[config.mk]
export PLATFORM = sky130hd
export DESIGN_NAME = cursor_file_header_parser_unit
export DESIGN_NICKNAME = d
export VERILOG_FILES = /design/src/rtl/cfhp_pkg.sv /design/src/rtl/cfhp_parse.sv /design/src/rtl/cfhp_result_reg.sv /design/src/rtl/cursor_file_header_parser_unit.sv
export VERILOG_INCLUDE_DIRS = /design/src /design/src/rtl
export SDC_FILE = /design/constraint.sdc
export NUM_CORES = 1
export LEC_CHECK = 0
export ABC_AREA = 1
export BUFFER_PORTS_ARGS = -buffer_cell sky130_fd_sc_hd__buf_4
export CORE_AREA = 5 5 221 245
export DETAILED_ROUTE_END_ITERATION = 7
export DIE_AREA = 0 0 226 250
export SLEW_MARGIN = 20
export SYNTH_ARGS = -nofsm -noshare
export SYNTH_HDL_FRONTEND = slang
export SYNTH_SLANG_ARGS = --single-unit
[constraint.sdc]
create_clock -name clock -period 7.92 [get_ports clock]
set_input_delay 0.792 -clock clock [delete_from_list [all_inputs] [get_ports clock]]
set_output_delay 0.792 -clock clock [all_outputs]
set_load 0.03 [all_outputs]
[src/rtl/cursor_file_header_parser_unit_assert.svh]
// assertion macros for the cursor parser rtl
`ifndef CURSOR_FILE_HEADER_PARSER_UNIT_ASSERT_SVH
`define CURSOR_FILE_HEADER_PARSER_UNIT_ASSERT_SVH

// same-cycle implication, checked on every rising clock edge out of reset
`define CFHP_ASSERT_NOW(label, clk, rst, lhs, rhs, msg) \
   label: assert property (@(posedge clk) disable iff (rst) (lhs) |-> (rhs)) \
      else $error(msg);

// next-cycle implication
`define CFHP_ASSERT_NEXT(label, clk, rst, lhs, rhs, msg) \
   label: assert property (@(posedge clk) disable iff (rst) (lhs) |=> (rhs)) \
      else $error(msg);

`endif

[src/rtl/cfhp_pkg.sv]
// ----------------------------------------------------------------------------
// cfhp_pkg
// types and constants shared by the cursor file header parser
// ----------------------------------------------------------------------------
package cfhp_pkg;

   // input word: one file byte
   typedef struct packed {
      logic [7:0] data_byte;
      logic       first_byte;
   } req_word_type;

   // result word
   typedef struct packed {
      logic [1:0]  kind;
      logic [2:0]  error_code;
      logic [7:0]  pixel_byte;
      logic        last_pixel;
      logic [7:0]  image_width;
      logic [7:0]  image_height;
      logic [15:0] hotspot_x;
      logic [15:0] hotspot_y;
      logic [31:0] image_bytes;
      logic [31:0] data_offset;
   } rsp_word_type;

   // result of one parse step
   typedef struct packed {
      logic         valid;
      rsp_word_type word;
   } parse_out_type;

   // result kinds
   localparam logic [1:0] KIND_PIXEL   = 2'd0;
   localparam logic [1:0] KIND_SUMMARY = 2'd1;
   localparam logic [1:0] KIND_ERROR   = 2'd2;

   // error codes
   localparam logic [2:0] ERR_NONE          = 3'd0;
   localparam logic [2:0] ERR_RESERVED      = 3'd1;
   localparam logic [2:0] ERR_NOT_CURSOR    = 3'd2;
   localparam logic [2:0] ERR_NO_IMAGES     = 3'd3;
   localparam logic [2:0] ERR_DATA_OVERLAP  = 3'd4;

   // header layout
   localparam logic [31:0] POS_RESERVED = 32'd0;
   localparam logic [31:0] POS_TYPE     = 32'd2;
   localparam logic [31:0] POS_COUNT_LO = 32'd4;
   localparam logic [31:0] POS_COUNT_HI = 32'd5;
   localparam logic [7:0]  RESERVED_VALUE = 8'h00;
   localparam logic [7:0]  CURSOR_TYPE    = 8'h02;

   // directory entry layout
   localparam int unsigned ENTRY_LEN = 16;
   localparam logic [3:0]  IDX_WIDTH  = 4'd0;
   localparam logic [3:0]  IDX_HEIGHT = 4'd1;
   localparam logic [3:0]  IDX_LAST   = 4'(ENTRY_LEN - 1);

   // bitmap header plus mask skipped ahead of the pixel data
   localparam logic [32:0] PIXEL_SKIP = 33'(20 + 16 + 4);

   // parse phases
   typedef enum logic [4:0] {
      PH_HEADER = 5'b00001,
      PH_DIR    = 5'b00010,
      PH_SEEK   = 5'b00100,
      PH_PIX    = 5'b01000,
      PH_IDLE   = 5'b10000
   } phase_type;

endpackage

[src/rtl/cfhp_parse.sv]
// ----------------------------------------------------------------------------
// cfhp_parse
// parser state and per-byte decision logic
// ----------------------------------------------------------------------------
module cfhp_parse (
   input  logic                  clock,
   input  logic                  reset,
   input  logic                  step,
   input  cfhp_pkg::req_word_type word,
   output cfhp_pkg::parse_out_type result
);
   import cfhp_pkg::*;

   logic [31:0] pos_ff, pos_in, pos;
   phase_type   phase_ff, phase_in, phase;
   logic [15:0] image_count_ff, image_count_in;
   logic [15:0] entry_number_ff, entry_number_in;
   logic [3:0]  idx_ff, idx_in;
   logic [8:0]  best_sum_ff, best_sum_in;
   logic        entry_wins_ff, entry_wins_in;
   logic [7:0]  held_width_ff, held_width_in;
   logic [17:0] pixels_left_ff, pixels_left_in;
   logic [7:0]  fields_ff [ENTRY_LEN];
   logic [7:0]  fields_in [ENTRY_LEN];

   logic [7:0]  b;
   logic [8:0]  sum;
   logic        wins;
   logic [7:0]  off_top;
   logic [31:0] off_final;
   logic [31:0] off_stored;
   logic [32:0] pix_start;
   logic [15:0] area;
   logic [17:0] pixels_dec;
   logic        pix_emit;

   always_comb begin
      b          = word.data_byte;
      pos        = word.first_byte ? 32'd0 : pos_ff;
      phase      = word.first_byte ? PH_HEADER : phase_ff;
      sum        = {1'b0, held_width_ff} + {1'b0, b};
      wins       = (entry_number_ff == 16'd0) || (sum > best_sum_ff);
      // last offset byte may be written by this very byte
      off_top    = entry_wins_ff ? b : fields_ff[15];
      off_final  = {off_top, fields_ff[14], fields_ff[13], fields_ff[12]};
      off_stored = {fields_ff[15], fields_ff[14], fields_ff[13], fields_ff[12]};
      pix_start  = {1'b0, off_stored} + PIXEL_SKIP;
      area       = {8'd0, fields_ff[0]} * {8'd0, fields_ff[1]};
      pixels_dec = pixels_left_ff - 18'd1;
      pix_emit   = 1'b0;

      pos_in          = (pos == 32'hFFFF_FFFF) ? pos : pos + 32'd1;
      phase_in        = phase;
      image_count_in  = image_count_ff;
      entry_number_in = entry_number_ff;
      idx_in          = idx_ff;
      best_sum_in     = best_sum_ff;
      entry_wins_in   = entry_wins_ff;
      held_width_in   = held_width_ff;
      pixels_left_in  = pixels_left_ff;
      for (int k = 0; k < ENTRY_LEN; k++) begin
         fields_in[k] = fields_ff[k];
      end
      result = '0;

      case (phase)
         PH_HEADER: begin
            if (pos == POS_RESERVED && b != RESERVED_VALUE) begin
               result.valid           = 1'b1;
               result.word.kind       = KIND_ERROR;
               result.word.error_code = ERR_RESERVED;
               phase_in               = PH_IDLE;
            end else if (pos == POS_TYPE && b != CURSOR_TYPE) begin
               result.valid           = 1'b1;
               result.word.kind       = KIND_ERROR;
               result.word.error_code = ERR_NOT_CURSOR;
               phase_in               = PH_IDLE;
            end else if (pos == POS_COUNT_LO) begin
               image_count_in = {8'd0, b};
            end else if (pos == POS_COUNT_HI) begin
               image_count_in = {b, image_count_ff[7:0]};
               if ({b, image_count_ff[7:0]} == 16'd0) begin
                  result.valid           = 1'b1;
                  result.word.kind       = KIND_ERROR;
                  result.word.error_code = ERR_NO_IMAGES;
                  phase_in               = PH_IDLE;
               end else begin
                  phase_in        = PH_DIR;
                  entry_number_in = 16'd0;
                  idx_in          = 4'd0;
               end
            end
         end
         PH_DIR: begin
            if (idx_ff == IDX_WIDTH) begin
               held_width_in = b;
            end else if (idx_ff == IDX_HEIGHT) begin
               entry_wins_in = wins;
               if (wins) begin
                  best_sum_in  = sum;
                  fields_in[0] = held_width_ff;
                  fields_in[1] = b;
               end
            end else if (entry_wins_ff) begin
               fields_in[idx_ff] = b;
            end
            idx_in = idx_ff + 4'd1;
            if (idx_ff == IDX_LAST) begin
               entry_number_in = entry_number_ff + 16'd1;
               if (entry_number_in == image_count_ff) begin
                  result.valid = 1'b1;
                  if (off_final <= pos) begin
                     result.word.kind       = KIND_ERROR;
                     result.word.error_code = ERR_DATA_OVERLAP;
                     phase_in               = PH_IDLE;
                  end else begin
                     result.word.kind         = KIND_SUMMARY;
                     result.word.image_width  = fields_ff[0];
                     result.word.image_height = fields_ff[1];
                     result.word.hotspot_x    = {fields_ff[5], fields_ff[4]};
                     result.word.hotspot_y    = {fields_ff[7], fields_ff[6]};
                     result.word.image_bytes  = {fields_ff[11], fields_ff[10],
                                                 fields_ff[9], fields_ff[8]};
                     result.word.data_offset  = off_final;
                     pixels_left_in           = {area, 2'b00};
                     phase_in = (area == 16'd0) ? PH_IDLE : PH_SEEK;
                  end
               end
            end
         end
         PH_SEEK: begin
            if ({1'b0, pos} == pix_start) begin
               pix_emit = 1'b1;
            end
         end
         PH_PIX: begin
            pix_emit = 1'b1;
         end
         PH_IDLE: begin
         end
         default: begin
            phase_in = PH_IDLE;
         end
      endcase

      if (pix_emit) begin
         pixels_left_in          = pixels_dec;
         result.valid            = 1'b1;
         result.word.kind        = KIND_PIXEL;
         result.word.pixel_byte  = b;
         result.word.last_pixel  = (pixels_dec == 18'd0);
         phase_in = (pixels_dec == 18'd0) ? PH_IDLE : PH_PIX;
      end

      // no word without a held byte being parsed
      if (!step) begin
         result.valid = 1'b0;
      end
   end

   always_ff @(posedge clock) begin
      if (reset) begin
         pos_ff          <= '0;
         phase_ff        <= PH_HEADER;
         image_count_ff  <= '0;
         entry_number_ff <= '0;
         idx_ff          <= '0;
         best_sum_ff     <= '0;
         entry_wins_ff   <= 1'b0;
         held_width_ff   <= '0;
         pixels_left_ff  <= '0;
      end else if (step) begin
         pos_ff          <= pos_in;
         phase_ff        <= phase_in;
         image_count_ff  <= image_count_in;
         entry_number_ff <= entry_number_in;
         idx_ff          <= idx_in;
         best_sum_ff     <= best_sum_in;
         entry_wins_ff   <= entry_wins_in;
         held_width_ff   <= held_width_in;
         pixels_left_ff  <= pixels_left_in;
      end
   end

   // chosen entry bytes, no reset
   always_ff @(posedge clock) begin
      if (step) begin
         for (int k = 0; k < ENTRY_LEN; k++) begin
            fields_ff[k] <= fields_in[k];
         end
      end
   end

endmodule

[src/rtl/cfhp_result_reg.sv]
// ----------------------------------------------------------------------------
// cfhp_result_reg
// result register toward the output channel
// ----------------------------------------------------------------------------
module cfhp_result_reg (
   input  logic                   clock,
   input  logic                   reset,
   input  cfhp_pkg::parse_out_type result,
   input  logic                   rsp_stall,
   output logic                   room,
   output logic                   rsp_valid,
   output cfhp_pkg::rsp_word_type  rsp_word
);
   import cfhp_pkg::*;

   logic         valid_ff, valid_in;
   rsp_word_type word_ff;

   // register frees up when empty or when its word leaves this cycle
   assign room     = !valid_ff || !rsp_stall;
   assign valid_in = room ? result.valid : valid_ff;

   always_ff @(posedge clock) begin
      if (reset) begin
         valid_ff <= 1'b0;
      end else begin
         valid_ff <= valid_in;
      end
   end

   always_ff @(posedge clock) begin
      if (room && result.valid) begin
         word_ff <= result.word;
      end
   end

   assign rsp_valid = valid_ff;
   assign rsp_word  = word_ff;

endmodule

[src/rtl/cursor_file_header_parser_unit.sv]
// ----------------------------------------------------------------------------
// cursor_file_header_parser_unit
// parses a cursor file byte stream: header checks, largest directory entry,
// summary word, then the chosen image's pixel bytes
// ----------------------------------------------------------------------------
//
//  channel | direction | handshake            | word
//  --------+-----------+----------------------+-------------------------------
//  req     | in        | req_valid, req_stall | data_byte, first_byte
//  rsp     | out       | rsp_valid, rsp_stall | kind, error code, pixel, summary
//
//  one byte per cycle sustained unless rsp stalls; a byte is parsed while
//  held in the input register once the result register has room, and its
//  word is registered there for rsp; the parse step is one pass of compare
//  and latch logic per byte; synchronous reset clears control state only;
//  no clearing pass; rsp_stall holds the result register and, once the
//  input register is also full, raises req_stall
//
module cursor_file_header_parser_unit (
   input  logic                   clock,
   input  logic                   reset,
   input  logic                   req_valid,
   output logic                   req_stall,
   input  cfhp_pkg::req_word_type  req_word,
   output logic                   rsp_valid,
   input  logic                   rsp_stall,
   output cfhp_pkg::rsp_word_type  rsp_word
);
   import cfhp_pkg::*;

`include "cursor_file_header_parser_unit_assert.svh"

   // input register
   logic          in_valid_ff, in_valid_in;
   req_word_type  in_word_ff;

   // handshake between the stages
   logic          room;
   logic          step;
   parse_out_type result;

   // parse a held byte whenever the result register can take its word
   assign step      = in_valid_ff && room;
   // input register is busy only while its byte cannot move on
   assign req_stall = in_valid_ff && !room;

   assign in_valid_in = req_stall ? in_valid_ff : req_valid;

   always_ff @(posedge clock) begin
      if (reset) begin
         in_valid_ff <= 1'b0;
      end else begin
         in_valid_ff <= in_valid_in;
      end
   end

   // payload, no reset
   always_ff @(posedge clock) begin
      if (req_valid && !req_stall) begin
         in_word_ff <= req_word;
      end
   end

   // header, directory and pixel sequencing
   cfhp_parse u_parse (
      .clock  (clock),
      .reset  (reset),
      .step   (step),
      .word   (in_word_ff),
      .result (result)
   );

   // output side
   cfhp_result_reg u_result (
      .clock     (clock),
      .reset     (reset),
      .result    (result),
      .rsp_stall (rsp_stall),
      .room      (room),
      .rsp_valid (rsp_valid),
      .rsp_word  (rsp_word)
   );

   // a stall toward req only while a byte waits in the input register
   `CFHP_ASSERT_NOW(a_stall_needs_byte, clock, reset, req_stall, in_valid_ff, "stall with empty input register")

   // an error word always carries a code
   `CFHP_ASSERT_NOW(a_error_has_code, clock, reset, rsp_valid && rsp_word.kind == KIND_ERROR, rsp_word.error_code != ERR_NONE, "error word without code")

   // no word appears without a parsed byte behind it
   `CFHP_ASSERT_NEXT(a_no_phantom_word, clock, reset, room && !in_valid_ff, !rsp_valid, "result word without input byte")

endmodule
==> flow_metrics.env, run 1 <==
export IMPL_status="completed"
export IMPL_insertion_delay_ns=0.59
export IMPL_root_buffer="clkbuf_16"
export IMPL_post_cts_buffers=0
export IMPL_final_area_sq_um=23800
export IMPL_synth_most_common_cell="nand2_1"
export IMPL_cp_required_ns=8.14
export IMPL_ir_drop_uv=134
export IMPL_placed_area_sq_um=22400
export IMPL_die_x_um=226
export IMPL_grt_pass1_vias=16700
export IMPL_yosysTopAreaCellShare_pct=35.7
export IMPL_holdPathStages=1
export IMPL_drt_first_pass_iters=6
export IMPL_vias=17000
export IMPL_clk_pin_slew_ns=0.06
export IMPL_synthTopCellsByCount="nand2_1 (540), inv_1 (428), nor2_1 (374)"
export IMPL_drt_iter0_markers=1318
export IMPL_grt_max_degree=70
export IMPL_antenna_found_initial=1
export IMPL_chipHeight_um=250
export IMPL_cts_htree_levels=2
export IMPL_drv_slew=0
export IMPL_finalSetupViolations=0
export IMPL_drt_wl_total_mm=57.2
export IMPL_drc=0
export IMPL_place_hpwl_mm=41.8
export IMPL_hold_start="req_word[6]"
export IMPL_multi_input_area_sq_um=9140
export IMPL_cts_inserted_buffers=40
export IMPL_finalPower_w=0.00429
export IMPL_row_count=88
export IMPL_cts_hold_buffers_added=0
export IMPL_regArea_sq_um=9640
export IMPL_timing_rr_start="in_word_ff[0]"
export IMPL_clock_sinks=358
export IMPL_cts_tree="done"
export IMPL_synth_top_flop_cell="edfxtp_1"
export IMPL_worst_pin_slew_ns=0.880
export IMPL_r2r_cells=19
export IMPL_finalCritPeriodShare_pct=71.6
export IMPL_endpoint_kind="flip-flop"
export IMPL_syn_cell_area_sq_um=20800
export IMPL_overflow=0
export IMPL_netlist_instances=2524
export IMPL_wl_per_cell_um=17.0
export IMPL_hold_end="in_word_ff[6]"
export IMPL_ant_nets=0
export IMPL_place_gp_congestion=0.916
export IMPL_ys_seq_area_share_pct=46.4
export IMPL_synth_cell_types=50
export IMPL_r2r_end="u_result.rsp_word[47]"
export IMPL_cts_buffer_depth=3
export IMPL_syn_nets=2672
export IMPL_placedCellCount=3285
export IMPL_synth_area_leaders="edfxtp_1 (36%), dfxtp_1 (11%), nand2_1 (9.8%), inv_1 (7.7%), nor2_1 (6.8%)"
export IMPL_antenna_cells=0
export IMPL_cp_arrival_ns=5.89
export IMPL_yosysWarnings=0
export IMPL_drv_cap=0
export IMPL_power_density_nw_per_um2=180
export IMPL_core_sq_um=51600
export IMPL_areaGrowthSynthToFinish_pct=14.5
export IMPL_dieArea_sq_um=56500
export IMPL_max_freq_mhz=176
export IMPL_ios=141
export IMPL_period_minus_slack_ns=5.67
export IMPL_rsz0062_at_grt="false"
export IMPL_cp_max_fo=52
export IMPL_fin_tns_setup_ns=0
export IMPL_crit_type="reg2reg"
export IMPL_ys_seq_elements=358
export IMPL_p_leak_nw=10.6
export IMPL_skew_ns=0.0353
export IMPL_dp_slack_ns=2.26
export IMPL_start_util_pct=40.2
export IMPL_synth_edff_count=247
export IMPL_viasPerCell=5.06
export IMPL_start_kind="flip-flop"
export IMPL_avgSynthCellArea_sq_um=8.23
export IMPL_layout_nets=2800
export IMPL_r2r_slack_ns=2.25
export IMPL_grt_first_pass_wirelength_mm=90.6
export IMPL_cts_resized=0
export IMPL_timing_hold_violations_final=0
export IMPL_setup_ws_ns=2.25
export IMPL_grtUsageTotal_pct=20.1
export IMPL_final_layout_size_suffix_gt1_share_pct=10.1
export IMPL_slew_limit_headroom_pct=41.1
export IMPL_worstHoldPathType="in2reg"
export IMPL_port_buffers=140
export IMPL_async_reset_ff_share_pct=0
export IMPL_fillers=5015
export IMPL_synth_top_cell_by_area="edfxtp_1"
export IMPL_fin_cells=3358
[per-layer routing]
| layer | part of all wire, % | wire length, um | vias up | GRT usage [%] |
|---|---|---|---|---|
| met1 | 42 | 24200 | 8039 | 25.7 |
| li1 | - | - | 8410 | - |
| met2 | 48 | 27500 | 428 | 34.0 |
| met5 | 0 | 0 | - | 0 |
| met3 | 5.1 | 2930 | 131 | 2.88 |
| met4 | 4.4 | 2530 | 0 | 8.23 |
[flip-flops by register name, indices dropped and copies added, names as in the netlist, 4 cells and up]
signal	flops
u_parse.phase_ff	5
u_parse.fields_ff	112
u_parse.idx_ff	4
u_parse.pixels_left_ff	18
u_parse.pos_ff	32
u_parse.image_count_ff	16
in_word_ff	9
u_result.rsp_word	126
u_parse.best_sum_ff	9
u_parse.entry_number_ff	16
u_parse.held_width_ff	8
[stage by stage]
step                      utilization [%]  hold slack [ns]
final                                46.1            0.394
after global routing                 46.1            0.363
after CTS                            46.1            0.361
after detailed placement             43.5            0.457
after global placement               43.5            0.452
after floorplan                         -            0.435
[worst max-delay path by stage]
stage                                       end  cells after the start           from  slack, ns
final                     u_result.rsp_word[47]                     19  in_word_ff[0]       2.25
after global routing      u_result.rsp_word[61]                     19  in_word_ff[0]       1.79
after CTS                 u_result.rsp_word[61]                     19  in_word_ff[0]       2.26
after detailed placement  u_result.rsp_word[37]                     19  in_word_ff[0]       2.26
after global placement    u_result.rsp_word[33]                     19  in_word_ff[0]       2.40
after floorplan            u_result.rsp_word[0]                     19  in_word_ff[0]       2.22
[layout make-up]
| type | instances | area share (%) |
|---|---|---|
| sequential | 358 | 40.5 |
| multi-input combinational | 1657 | 38.4 |
| timing repair buffer | 158 | 4.99 |
| clock buffer | 48 | 4.34 |
| inverter | 437 | 6.89 |
| tap | 675 | 3.55 |
| clock inverter | 25 | 1.32 |
[critical path, stage by stage (launching register included)]
cell	delay [ns]
edfxtp_1	0.68
inv_2	0.74
nand2_1	0.29
ha_1	0.39
inv_1	0.07
nand2_1	0.05
nor2_1	0.09
nand3_1	0.09
nor2_1	0.11
nand3_1	0.12
nor2_1	0.11
nand2_1	0.06
nor2_1	0.11
nand3_1	0.09
nor2_2	0.16
nand3_4	0.24
nand2_2	0.42
nand2_1	0.19
nand2_4	0.69
buf_4	0.56
[power by group]
part	switching (W)	leakage, nW	total [W]	internal [W]
combinational	0.000220	6.84	0.000304	0.0000843
clock	0.000801	0.658	0.00191	0.00111
sequential	0.0000253	3.07	0.00208	0.00205
total	0.00105	10.6	0.00429	0.00325
[layout by cell type, fill, tap and decap left out, types with 8 or more instances in the layout]
cell | synthesis | final
nor2_1 | 374 | 374
o21ai_0 | 72 | 72
a21oi_1 | 103 | 103
ha_1 | 98 | 98
clkinv_2 | 0 | 8
dfxtp_1 | 111 | 111
nand3_1 | 141 | 140
nand2_1 | 540 | 538
inv_1 | 428 | 428
buf_4 | 5 | 158
xor2_1 | 48 | 48
xnor2_1 | 9 | 9
fa_1 | 37 | 37
nand2_2 | 13 | 13
a31oi_1 | 8 | 8
nor2_2 | 10 | 10
nand3b_1 | 21 | 21
nor4_1 | 14 | 14
clkbuf_16 | 0 | 40
a211oi_1 | 20 | 20
nand4_1 | 54 | 54
nor3_1 | 38 | 38
edfxtp_1 | 247 | 247
[cell families after synthesis]
group	count (synthesis)	share of synthesized area, %
xor+xnor	58	2.51
compound gates	232	6.26
simple gates	1232	25.6
flops	358	46.4
buf+inv	509	9.76
fa+ha+maj	135	9.47
Power figures use the tool's default switching activity.
==> run 2: changes to the inputs <==
==> constraint.sdc (replaced) <==
create_clock -name clock -period 5.3 [get_ports clock]
set_input_delay 0.53 -clock clock [delete_from_list [all_inputs] [get_ports clock]]
set_output_delay 0.53 -clock clock [all_outputs]
set_load 0.03 [all_outputs]
==> flow_metrics.env, run 2 (synthesis gave the netlist of run 1 again) <==
export IMPL_finalPower_w=0.00642
export IMPL_critical_path_most_common_cell="nor2_1"
export IMPL_cts_htree_levels=2
export IMPL_drc=0
export IMPL_rsz0062_at_grt="false"
export IMPL_cts_hold_buffers_added=0
export IMPL_skew_ns=0.0284
export IMPL_timing_hold_violations_final=0
export IMPL_slew_limit_headroom_pct=42.4
export IMPL_status="completed"
export IMPL_p_leak_nw=10.6
export IMPL_cp_cell_sequence="nand2_1 -> inv_1 -> fa_1 -> fa_1 -> fa_1 -> inv_1 -> fa_1 -> inv_1 -> ha_1 -> a21oi_1 -> nor2_1 -> nor2_1 -> nand2_1 -> xor2_1 -> nor2_1 -> nand2_1 -> nor2_1 -> nand2_1 -> nand2_1 -> o21a_1 -> nor2_1 -> nor2_1 -> nor2_1"
export IMPL_finalSetupViolations=0
export IMPL_areaGrowthSynthToFinish_pct=15.1
export IMPL_dieArea_sq_um=56500
export IMPL_period_minus_slack_ns=4.83
export IMPL_place_gp_congestion=0.951
export IMPL_fin_tns_setup_ns=0
export IMPL_fin_cells=3364
export IMPL_core_sq_um=51600
export IMPL_port_buffers=140
export IMPL_ant_nets=0
export IMPL_cts_buffer_depth=3
export IMPL_root_buffer="clkbuf_16"
export IMPL_grt_max_degree=71
export IMPL_wl_per_cell_um=17.0
export IMPL_row_count=88
export IMPL_ir_drop_uv=209
export IMPL_drv_cap=0
export IMPL_crit_type="reg2reg"
export IMPL_wl_met1_mm=24.1
export IMPL_cts_tree="done"
export IMPL_power_density_nw_per_um2=268
export IMPL_drt_iter0_markers=1245
export IMPL_grtUsageTotal_pct=20.0
export IMPL_clock_sinks=358
export IMPL_place_hpwl_mm=42.7
export IMPL_finalCritPeriodShare_pct=91.2
export IMPL_critPathTopFamily="adder cells"
export IMPL_final_layout_size_suffix_gt1_share_pct=10.3
export IMPL_drv_slew=0
export IMPL_finish_utilization_pct=46.3
export IMPL_placedCellCount=3294
export IMPL_largest_register_ffs=126
export IMPL_clk_pin_slew_ns=0.07
export IMPL_mostFrequentLayoutCells="nand2_1 (538), inv_1 (428), nor2_1 (374)"
export IMPL_drt_wl_total_mm=57.0
export IMPL_worst_path_max_delay_cell="edfxtp_1"
export IMPL_post_cts_buffers=0
export IMPL_cp_arrival_ns=5.26
export IMPL_cts_resized=0
export IMPL_layout_nets=2809
export IMPL_start_util_pct=40.2
export IMPL_cp_required_ns=5.72
export IMPL_top_layer_used="met5"
export IMPL_wl_met3_mm=2.71
export IMPL_cts_inserted_buffers=40
export IMPL_cp_max_fo=9
export IMPL_critPathMaxStageDelay_ns=0.54
export IMPL_worstHoldPathType="in2reg"
export IMPL_viasPerCell=5.06
export IMPL_insertion_delay_ns=0.59
export IMPL_overflow=0
export IMPL_wl_met2_mm=26.8
export IMPL_endpoint_kind="flip-flop"
export IMPL_die_x_um=226
export IMPL_final_common_cell="nand2_1"
export IMPL_drt_first_pass_iters=5
export IMPL_antenna_found_initial=1
export IMPL_critPathBufInv=3
export IMPL_vias=17000
export IMPL_start_kind="flip-flop"
export IMPL_grt_pass1_vias=16800
export IMPL_chipHeight_um=250
export IMPL_max_freq_mhz=207
export IMPL_grt_first_pass_wirelength_mm=90.4
export IMPL_ios=141
export IMPL_antenna_cells=0
export IMPL_worst_pin_slew_ns=0.863
-- run 2: stage by stage --
| step | hold WS (ns) | instance area [sq um] | setup WS (ns) |
|---|---|---|---|
| 5_1_grt | 0.0902 | 23900 | 0.195 |
| 6_report | 0.116 | 23900 | 0.465 |
| 3_3_place_gp | 0.453 | 22600 | 0.595 |
| 3_5_place_dp | 0.457 | 22600 | 0.495 |
| 2_1_floorplan | 0.435 | 20800 | 0.825 |
| 4_1_cts | 0.0843 | 23900 | 0.475 |
-- run 2: path summary, 6_finish.rpt --
path | startpoint | endpoint | slack [ns] | cells past startpoint
max | u_parse.fields_ff[0][1] | u_parse.phase_ff[2] | 0.47 | 23
min | req_word[7] | in_word_ff[7] | 0.12 | 1
max reg2reg | u_parse.fields_ff[0][1] | u_parse.phase_ff[2] | 0.47 | 23
min reg2reg | u_parse.best_sum_ff[8] | u_parse.best_sum_ff[8] | 0.46 | 2
-- run 2: cell type report --
class / instances / area [sq um]
clock buffer: 50 / 1080
inverter: 437 / 1640
tap: 675 / 845
sequential: 358 / 9640
multi-input combinational: 1657 / 9140
fill: 4976 / 27700
clock inverter: 20 / 270
timing repair buffer: 167 / 1300
-- run 2: power breakdown --
group	switching, W	internal (W)
clock	0.00120	0.00166
sequential	0.0000428	0.00306
combinational	0.000326	0.000132
total	0.00156	0.00486
-- run 2: per-layer routing --
layer | vias to the layer above | track usage (%)
met3 | 149 | 2.95
met1 | 7981 | 25.4
met4 | 2 | 10.8
met5 | - | 0
li1 | 8414 | -
met2 | 485 | 32.8
